File: config.mk
export PLATFORM = sky130hd
export DESIGN_NAME = gift64_block_encrypt
export DESIGN_NICKNAME = d
export VERILOG_FILES = /design/src/sv/gift64_pkg.sv /design/src/sv/gift64_round.sv /design/src/sv/gift64_cfg.sv /design/src/sv/gift64_block_encrypt.sv
export SDC_FILE = /design/constraint.sdc
export NUM_CORES = 1
export LEC_CHECK = 0
export ABC_AREA = 1
export CAP_MARGIN = 20
export CORE_MARGIN = 2
export CORE_UTILIZATION = 34
export CTS_CLUSTER_SIZE = 25
export DETAILED_ROUTE_END_ITERATION = 8
export DONT_BUFFER_PORTS = 1
export GPL_ROUTABILITY_DRIVEN = 1
export HOLD_SLACK_MARGIN = 0.08
export PLACE_DENSITY = 0.54
export SYNTH_ARGS = -nofsm -noshare
export SYNTH_HDL_FRONTEND = slang
export SYNTH_HIERARCHICAL = 1
export SYNTH_SLANG_ARGS = --single-unit
File: constraint.sdc
create_clock -name clk -period 6.5 [get_ports clk]
set_input_delay 1.3 -clock clk [delete_from_list [all_inputs] [get_ports clk]]
set_output_delay 1.3 -clock clk [all_outputs]
set_load 0.03 [all_outputs]
File: src/sv/gift64_pkg.sv
// ----------------------------------------------------------------------------
// gift64_pkg
// Shared constants and round helper functions of the GIFT-64 encryptor.
// ----------------------------------------------------------------------------
`timescale 1ns / 1ps
`default_nettype none

package gift64_pkg;

    localparam int BLOCK_W = 64;
    localparam int KEY_W   = 64;
    localparam int RC_W    = 6;
    localparam int RCNT_W  = 6;
    localparam int ADDR_W  = 3;
    localparam int DATA_W  = 32;

    localparam logic [RCNT_W-1:0] ROUND_COUNT_RESET = 6'd28;

    // register indexes, taken from paddr[2]
    localparam logic REG_ROUND_COUNT = 1'b0;

    function automatic logic [3:0] sbox(input logic [3:0] x);
        logic [3:0] y;
        case (x)
            4'h0: y = 4'h1;
            4'h1: y = 4'hA;
            4'h2: y = 4'h4;
            4'h3: y = 4'hC;
            4'h4: y = 4'h6;
            4'h5: y = 4'hF;
            4'h6: y = 4'h3;
            4'h7: y = 4'h9;
            4'h8: y = 4'h2;
            4'h9: y = 4'hD;
            4'hA: y = 4'hB;
            4'hB: y = 4'h7;
            4'hC: y = 4'h5;
            4'hD: y = 4'h0;
            4'hE: y = 4'h8;
            default: y = 4'hE;
        endcase
        return y;
    endfunction

    // source position, MSB-first, of result bit i of the bit permutation
    function automatic int perm_pos(input int i);
        int grp;
        int col;
        int low;
        grp = i >> 4;
        col = (i & 15) >> 2;
        low = i & 3;
        return 4 * grp + 16 * ((3 * col + low) & 3) + low;
    endfunction

endpackage

`default_nettype wire

File: src/sv/gift64_round.sv
// ----------------------------------------------------------------------------
// gift64_round
// One GIFT-64 round: S-box layer, bit permutation, round key and constant,
// and the matching key state and constant LFSR update.
// ----------------------------------------------------------------------------
`timescale 1ns / 1ps
`default_nettype none

module gift64_round (
    input  wire logic [gift64_pkg::BLOCK_W-1:0] state_in,
    input  wire logic [gift64_pkg::KEY_W-1:0]   key_low_in,
    input  wire logic [gift64_pkg::KEY_W-1:0]   key_upper_in,
    input  wire logic [gift64_pkg::RC_W-1:0]    rc_in,
    output logic      [gift64_pkg::BLOCK_W-1:0] state_out,
    output logic      [gift64_pkg::KEY_W-1:0]   key_low_out,
    output logic      [gift64_pkg::KEY_W-1:0]   key_upper_out,
    output logic      [gift64_pkg::RC_W-1:0]    rc_out
);
    import gift64_pkg::*;

    logic [BLOCK_W-1:0] sub_w;
    logic [BLOCK_W-1:0] perm_w;
    logic [BLOCK_W-1:0] rkey_w;
    logic [15:0]        w0;
    logic [15:0]        w1;

    always_comb
    begin
        for (int n = 0; n < 16; n++)
        begin
            sub_w[4*n +: 4] = sbox(state_in[4*n +: 4]);
        end
    end

    always_comb
    begin
        for (int i = 0; i < 64; i++)
        begin
            perm_w[63-i] = sub_w[63-perm_pos(i)];
        end
    end

    assign rc_out = {rc_in[4:0], 1'b1 ^ rc_in[4] ^ rc_in[5]};

    always_comb
    begin
        rkey_w = '0;
        for (int i = 0; i < 16; i++)
        begin
            rkey_w[4*i]   = key_low_in[i];
            rkey_w[4*i+1] = key_low_in[16+i];
        end
        for (int i = 0; i < RC_W; i++)
        begin
            rkey_w[3+4*i] = rc_out[i];
        end
        rkey_w[63] = 1'b1;
    end

    assign state_out = perm_w ^ rkey_w;

    assign w0 = key_low_in[15:0];
    assign w1 = key_low_in[31:16];

    assign key_low_out   = {key_upper_in[31:0], key_low_in[63:32]};
    assign key_upper_out = {w1[1:0], w1[15:2], w0[11:0], w0[15:12], key_upper_in[63:32]};

endmodule

`default_nettype wire

File: src/sv/gift64_cfg.sv
// ----------------------------------------------------------------------------
// gift64_cfg
// APB-style register port holding the round count.
// ----------------------------------------------------------------------------
`timescale 1ns / 1ps
`default_nettype none

module gift64_cfg (
    input  wire logic                             clk,
    input  wire logic                             rst_n,
    input  wire logic                             psel,
    input  wire logic                             penable,
    input  wire logic                             pwrite,
    input  wire logic [gift64_pkg::ADDR_W-1:0]    paddr,
    input  wire logic [gift64_pkg::DATA_W-1:0]    pwdata,
    output logic      [gift64_pkg::DATA_W-1:0]    prdata,
    output logic                                  pready,
    output logic      [gift64_pkg::RCNT_W-1:0]    round_count
);
    import gift64_pkg::*;

    logic [RCNT_W-1:0] round_count_reg;
    logic              wr_en;

    assign pready = 1'b1;
    assign wr_en  = psel && penable && pwrite && pready;

    always_ff @(posedge clk or negedge rst_n)
    begin
        if (!rst_n)
        begin
            round_count_reg <= ROUND_COUNT_RESET;
        end
        else if (wr_en && (paddr[2] == REG_ROUND_COUNT))
        begin
            round_count_reg <= pwdata[RCNT_W-1:0];
        end
    end

    always_comb
    begin
        unique case (paddr[2])
            REG_ROUND_COUNT: prdata = {{(DATA_W-RCNT_W){1'b0}}, round_count_reg};
            default:         prdata = '0;
        endcase
    end

    assign round_count = round_count_reg;

endmodule

`default_nettype wire

File: src/sv/gift64_block_encrypt.sv
// ----------------------------------------------------------------------------
// gift64_block_encrypt
// GIFT-64 block encryption with a 128-bit key, one round per clock cycle.
// ----------------------------------------------------------------------------
// Input channel: plaintext, key_low and key_upper under in_valid / in_stall.
// An item is taken when in_valid is high and in_stall low; in_stall then
// stays high while the shared round unit iterates over the block.
// Output channel: ciphertext under out_valid / out_stall, from an output
// register, so a new item is taken while a finished result waits.
// The block runs N rounds, N = round_count (N = 1 for a round count of
// zero), on the single round unit, and takes no new item until it has
// finished the block and returned to idle between blocks.
// A stalled result holds; if the output register is still full when the
// last round ends, the block keeps the result and waits before idling.
// Reset: idle, output empty, round_count = 28. Write round_count through
// the APB port at address 0 only while the block is idle.
// ----------------------------------------------------------------------------
`timescale 1ns / 1ps
`default_nettype none

module gift64_block_encrypt (
    input  wire logic                             clk,
    input  wire logic                             rst_n,
    input  wire logic                             in_valid,
    output logic                                  in_stall,
    input  wire logic [gift64_pkg::BLOCK_W-1:0]   plaintext,
    input  wire logic [gift64_pkg::KEY_W-1:0]     key_low,
    input  wire logic [gift64_pkg::KEY_W-1:0]     key_upper,
    output logic                                  out_valid,
    input  wire logic                             out_stall,
    output logic      [gift64_pkg::BLOCK_W-1:0]   ciphertext,
    input  wire logic                             psel,
    input  wire logic                             penable,
    input  wire logic                             pwrite,
    input  wire logic [gift64_pkg::ADDR_W-1:0]    paddr,
    input  wire logic [gift64_pkg::DATA_W-1:0]    pwdata,
    output logic      [gift64_pkg::DATA_W-1:0]    prdata,
    output logic                                  pready
);
    import gift64_pkg::*;

    typedef enum logic [2:0] {
        ST_IDLE = 3'b001,
        ST_RUN  = 3'b010,
        ST_HOLD = 3'b100
    } state_t;

    state_t             state_reg;
    state_t             state_next;
    logic               out_valid_reg;
    logic               out_valid_next;
    logic [RCNT_W-1:0]  round_reg;
    logic [RC_W-1:0]    rc_reg;
    logic [BLOCK_W-1:0] s_reg;
    logic [KEY_W-1:0]   klo_reg;
    logic [KEY_W-1:0]   khi_reg;
    logic [BLOCK_W-1:0] ct_reg;
    logic [BLOCK_W-1:0] ct_next;

    logic [RCNT_W-1:0]  round_count;
    logic [BLOCK_W-1:0] rnd_state;
    logic [KEY_W-1:0]   rnd_klo;
    logic [KEY_W-1:0]   rnd_khi;
    logic [RC_W-1:0]    rnd_rc;
    logic               in_accept;
    logic               out_free;
    logic               last_round;
    logic               load_out;

    gift64_cfg u_cfg (
        .clk         (clk),
        .rst_n       (rst_n),
        .psel        (psel),
        .penable     (penable),
        .pwrite      (pwrite),
        .paddr       (paddr),
        .pwdata      (pwdata),
        .prdata      (prdata),
        .pready      (pready),
        .round_count (round_count)
    );

    gift64_round u_round (
        .state_in      (s_reg),
        .key_low_in    (klo_reg),
        .key_upper_in  (khi_reg),
        .rc_in         (rc_reg),
        .state_out     (rnd_state),
        .key_low_out   (rnd_klo),
        .key_upper_out (rnd_khi),
        .rc_out        (rnd_rc)
    );

    assign in_stall   = (state_reg != ST_IDLE);
    assign in_accept  = in_valid && (state_reg == ST_IDLE);
    assign out_free   = !out_valid_reg || !out_stall;
    assign last_round = ({1'b0, round_reg} + 7'd1) >= {1'b0, round_count};

    always_comb
    begin
        state_next = state_reg;
        load_out   = 1'b0;
        ct_next    = s_reg;
        unique case (state_reg)
            ST_IDLE:
            begin
                if (in_accept)
                begin
                    state_next = ST_RUN;
                end
            end
            ST_RUN:
            begin
                ct_next = rnd_state;
                if (last_round)
                begin
                    load_out   = out_free;
                    state_next = out_free ? ST_IDLE : ST_HOLD;
                end
            end
            ST_HOLD:
            begin
                load_out = out_free;
                if (out_free)
                begin
                    state_next = ST_IDLE;
                end
            end
            default:
            begin
                state_next = ST_IDLE;
            end
        endcase
    end

    always_comb
    begin
        if (load_out)
        begin
            out_valid_next = 1'b1;
        end
        else if (out_free)
        begin
            out_valid_next = 1'b0;
        end
        else
        begin
            out_valid_next = out_valid_reg;
        end
    end

    always_ff @(posedge clk or negedge rst_n)
    begin
        if (!rst_n)
        begin
            state_reg     <= ST_IDLE;
            out_valid_reg <= 1'b0;
            round_reg     <= '0;
            rc_reg        <= '0;
        end
        else
        begin
            state_reg     <= state_next;
            out_valid_reg <= out_valid_next;
            if (in_accept)
            begin
                round_reg <= '0;
                rc_reg    <= '0;
            end
            else if ((state_reg == ST_RUN) && !last_round)
            begin
                round_reg <= round_reg + 1'b1;
                rc_reg    <= rnd_rc;
            end
        end
    end

    always_ff @(posedge clk)
    begin
        if (in_accept)
        begin
            s_reg   <= plaintext;
            klo_reg <= key_low;
            khi_reg <= key_upper;
        end
        else if (state_reg == ST_RUN)
        begin
            s_reg   <= rnd_state;
            klo_reg <= rnd_klo;
            khi_reg <= rnd_khi;
        end
        if (load_out)
        begin
            ct_reg <= ct_next;
        end
    end

    assign out_valid  = out_valid_reg;
    assign ciphertext = ct_reg;

endmodule

`default_nettype wire

==> impl_metrics.env <==
export IMPL_outcome="finished clean"
export IMPL_cts_buffers=35
export IMPL_drt_first_pass_iters=5
export IMPL_cap_violations=0
export IMPL_worstMarginPinSlew_ps=990
export IMPL_reg2reg_from="state_reg[0]"
export IMPL_drtAntennaViolNets=0
export IMPL_finalSetupTns_ps=0
export IMPL_dieArea_sq_mm=0.0464
export IMPL_htreeDepth=2
export IMPL_die_w_um=215
export IMPL_slew_violations=0
export IMPL_clock_skew_final_ps=15.8
export IMPL_slew_headroom_pct=34.0
export IMPL_crit_type="flip-flop to flip-flop"
export IMPL_nets=1975
export IMPL_grt_pass1_vias=10474
export IMPL_final_cell_area_sq_mm=0.0158
export IMPL_regToRegEndpoint="khi_reg[34]"
export IMPL_grt_overflow=0
export IMPL_postCtsSetupRepairBufs=0
export IMPL_root_buffer="clkbuf_16"
export IMPL_netlist_area_sq_mm=0.0152
export IMPL_grt_total_usage_pct=17.3
export IMPL_via_per_inst=4.74
export IMPL_antenna_found_initial=2
export IMPL_coreArea_sq_mm=0.0441
export IMPL_synth_cell_types=31
export IMPL_crit_path_end_kind="flip-flop"
export IMPL_p_leak_nw=7.40
export IMPL_clk_path_buf_depth=3
export IMPL_std_cell_rows=77
export IMPL_period_share_pct=56.7
export IMPL_hpwl_mm=29.7
export IMPL_drive_gt1_share_pct=4.40
export IMPL_io_pins=333
export IMPL_grt_max_degree=133
export IMPL_r2r_cells=8
export IMPL_syn_instance_count=1849
export IMPL_wl_per_cell_um=17.6
export IMPL_gp_congestion=0.846
export IMPL_worstHoldPathType="input pin to async pin"
export IMPL_start_util_pct=34.4
export IMPL_avgSynthCellArea_sq_um=8.21
export IMPL_insertion_delay_ps=540
export IMPL_area_growth_pct=3.95
export IMPL_drtIter0Drc=733
export IMPL_fin_crit_ps=3690
export IMPL_worstPathArrival_ps=3880
export IMPL_clock_sinks=278
export IMPL_clkSlewWorstSetupHoldPaths_ps=60
export IMPL_p_per_area_mw_per_mm2=574
export IMPL_drc=0
export IMPL_vias=10995
export IMPL_fmaxAchievable_mhz=271
export IMPL_ir_worst_vdd_uv=224
export IMPL_synth_edf_count=192
export IMPL_path_max_fanout=132
export IMPL_setup_viol=0
export IMPL_rsz0062_at_grt="false"
export IMPL_synth_warnings=6
export IMPL_worstPathRequired_ps=6700
export IMPL_cts_resized=0
export IMPL_start_kind="flip-flop"
export IMPL_die_h_um=215
export IMPL_wl_mm=40.8
export IMPL_synth_seq_cells=278
export IMPL_holdBufCountCts=0
export IMPL_cts_tree="built"
export IMPL_synth_main_ff_cell="edfxtp_1"
export IMPL_synthArstFlopShare_pct=7.91
export IMPL_placed_area_sq_mm=0.0146
export IMPL_yosysSeqAreaShare_pct=50.1
export IMPL_r2r_slack_ps=2810
export IMPL_portBuffers=0
export IMPL_grt_pass1_wl_mm=60.9
export IMPL_finalHoldViolCount=0
==> logic make-up (layout without fill, tap and decap cells) <==
family                     count (synthesis)  count (layout)  share of synthesized area (%)
and+or+nand+nor                         1008            1008                           26.0
buffers and inverters                    362             216                           13.7
DFF                                      278             278                           50.1
AOI/OAI and AO/OA                        124             124                           4.97
adders and majority gates                 39              39                           3.21
xor gates and xnor gates                  36              36                           2.08
other                                      2              29                         0.0494
==> worst max-delay path, stage by stage, from the launching register on <==
cell	delay (ps)
dfstp_2	530
inv_1	70
nor3_2	200
inv_2	160
nor2_4	100
buf_4	500
inv_8	410
nand2_4	840
buf_4	460
==> synth_stat cells (2+ instances only) <==
master	number	share of area, %
clkbuf_1	12	0.30
dfxtp_1	64	8.4
xor2_1	20	1.2
nand4_1	6	0.25
buf_6	9	0.67
conb_1	2	0.049
nand2_1	814	20
o221ai_1	8	0.46
buf_2	35	1.2
nor2_4	2	0.15
ha_1	39	3.2
o211ai_1	8	0.40
buf_4	162	8.0
a31oi_1	64	2.6
dfrtp_1	18	3.0
xnor2_1	16	0.92
inv_1	140	3.5
edfxtp_1	192	38
dfstp_2	4	0.69
inv_2	3	0.074
nand3_1	85	2.8
a21oi_1	2	0.066
nor2_1	96	2.4
o21ai_0	41	1.4
==> cell usage in the layout (no fill, tap or decap), types with 2 or more instances in the layout <==
cell type / n
nand2_1: 813
edfxtp_1: 192
inv_1: 139
nor2_1: 95
nand3_1: 84
a31oi_1: 64
dfxtp_1: 64
o21ai_0: 41
ha_1: 39
clkbuf_16: 37
conb_1: 27
xor2_1: 20
dfrtp_1: 18
xnor2_1: 16
clkbuf_1: 10
buf_4: 10
o211ai_1: 8
o221ai_1: 8
nand4_1: 6
bufinv_16: 5
dfstp_2: 4
inv_2: 3
nor2_4: 3
clkinv_1: 3
clkbuf_8: 3
clkinv_2: 3
diode_2: 2
nand2_4: 2
a21oi_1: 2
inv_6: 2
==> metrics by stage <==
step | hold slack (ps) | utilization, % | setup WS [ps] | power, mW | instances
after global routing | 418 | 35.8 | 2460 | 9.81 | 2321
after detailed placement | 468 | 33.0 | 2280 | 7.06 | 2257
after floorplan | 450 | - | 1380 | 6.55 | 1874
after global placement | 468 | 33.0 | 2310 | 6.95 | 2257
final | 454 | 35.8 | 2810 | 9.06 | 2322
after CTS | 419 | 35.8 | 2690 | 9.17 | 2320
==> power by group <==
part           leakage (nW)  switching, mW  internal [mW]
sequential             2.62          0.672           2.92
clock                 0.586          0.791           1.28
combinational          4.19           2.28           1.13
total                  7.40           3.74           5.32
==> layer usage <==
metal | wire (um) | GRT usage (%)
met5 | 0 | 0
met4 | 1550 | 6.87
met3 | 3060 | 5.53
met2 | 17500 | 25.8
met1 | 18700 | 23.1
==> worst max-delay path by stage <==
stage	start	to	slack [ps]
5_1_grt	state_reg[0]	khi_reg[35]	2460
4_1_cts	state_reg[0]	khi_reg[35]	2690
6_report	state_reg[0]	khi_reg[34]	2810
3_5_place_dp	in_valid	khi_reg[47]	2280
2_1_floorplan	in_valid	khi_reg[0]	1380
3_3_place_gp	in_valid	khi_reg[47]	2310
==> layout make-up <==
type	instances	area, sq um
Fill cell	4576	28300
Sequential cell	278	7600
Multi-Input combinational cell	1234	5620
Clock buffer	50	1000
Tap cell	592	741
Inverter	143	544
Clock inverter	13	194
Timing Repair Buffer	10	75.1
Antenna cell	2	5.00
Power figures use the tool's default switching activity.
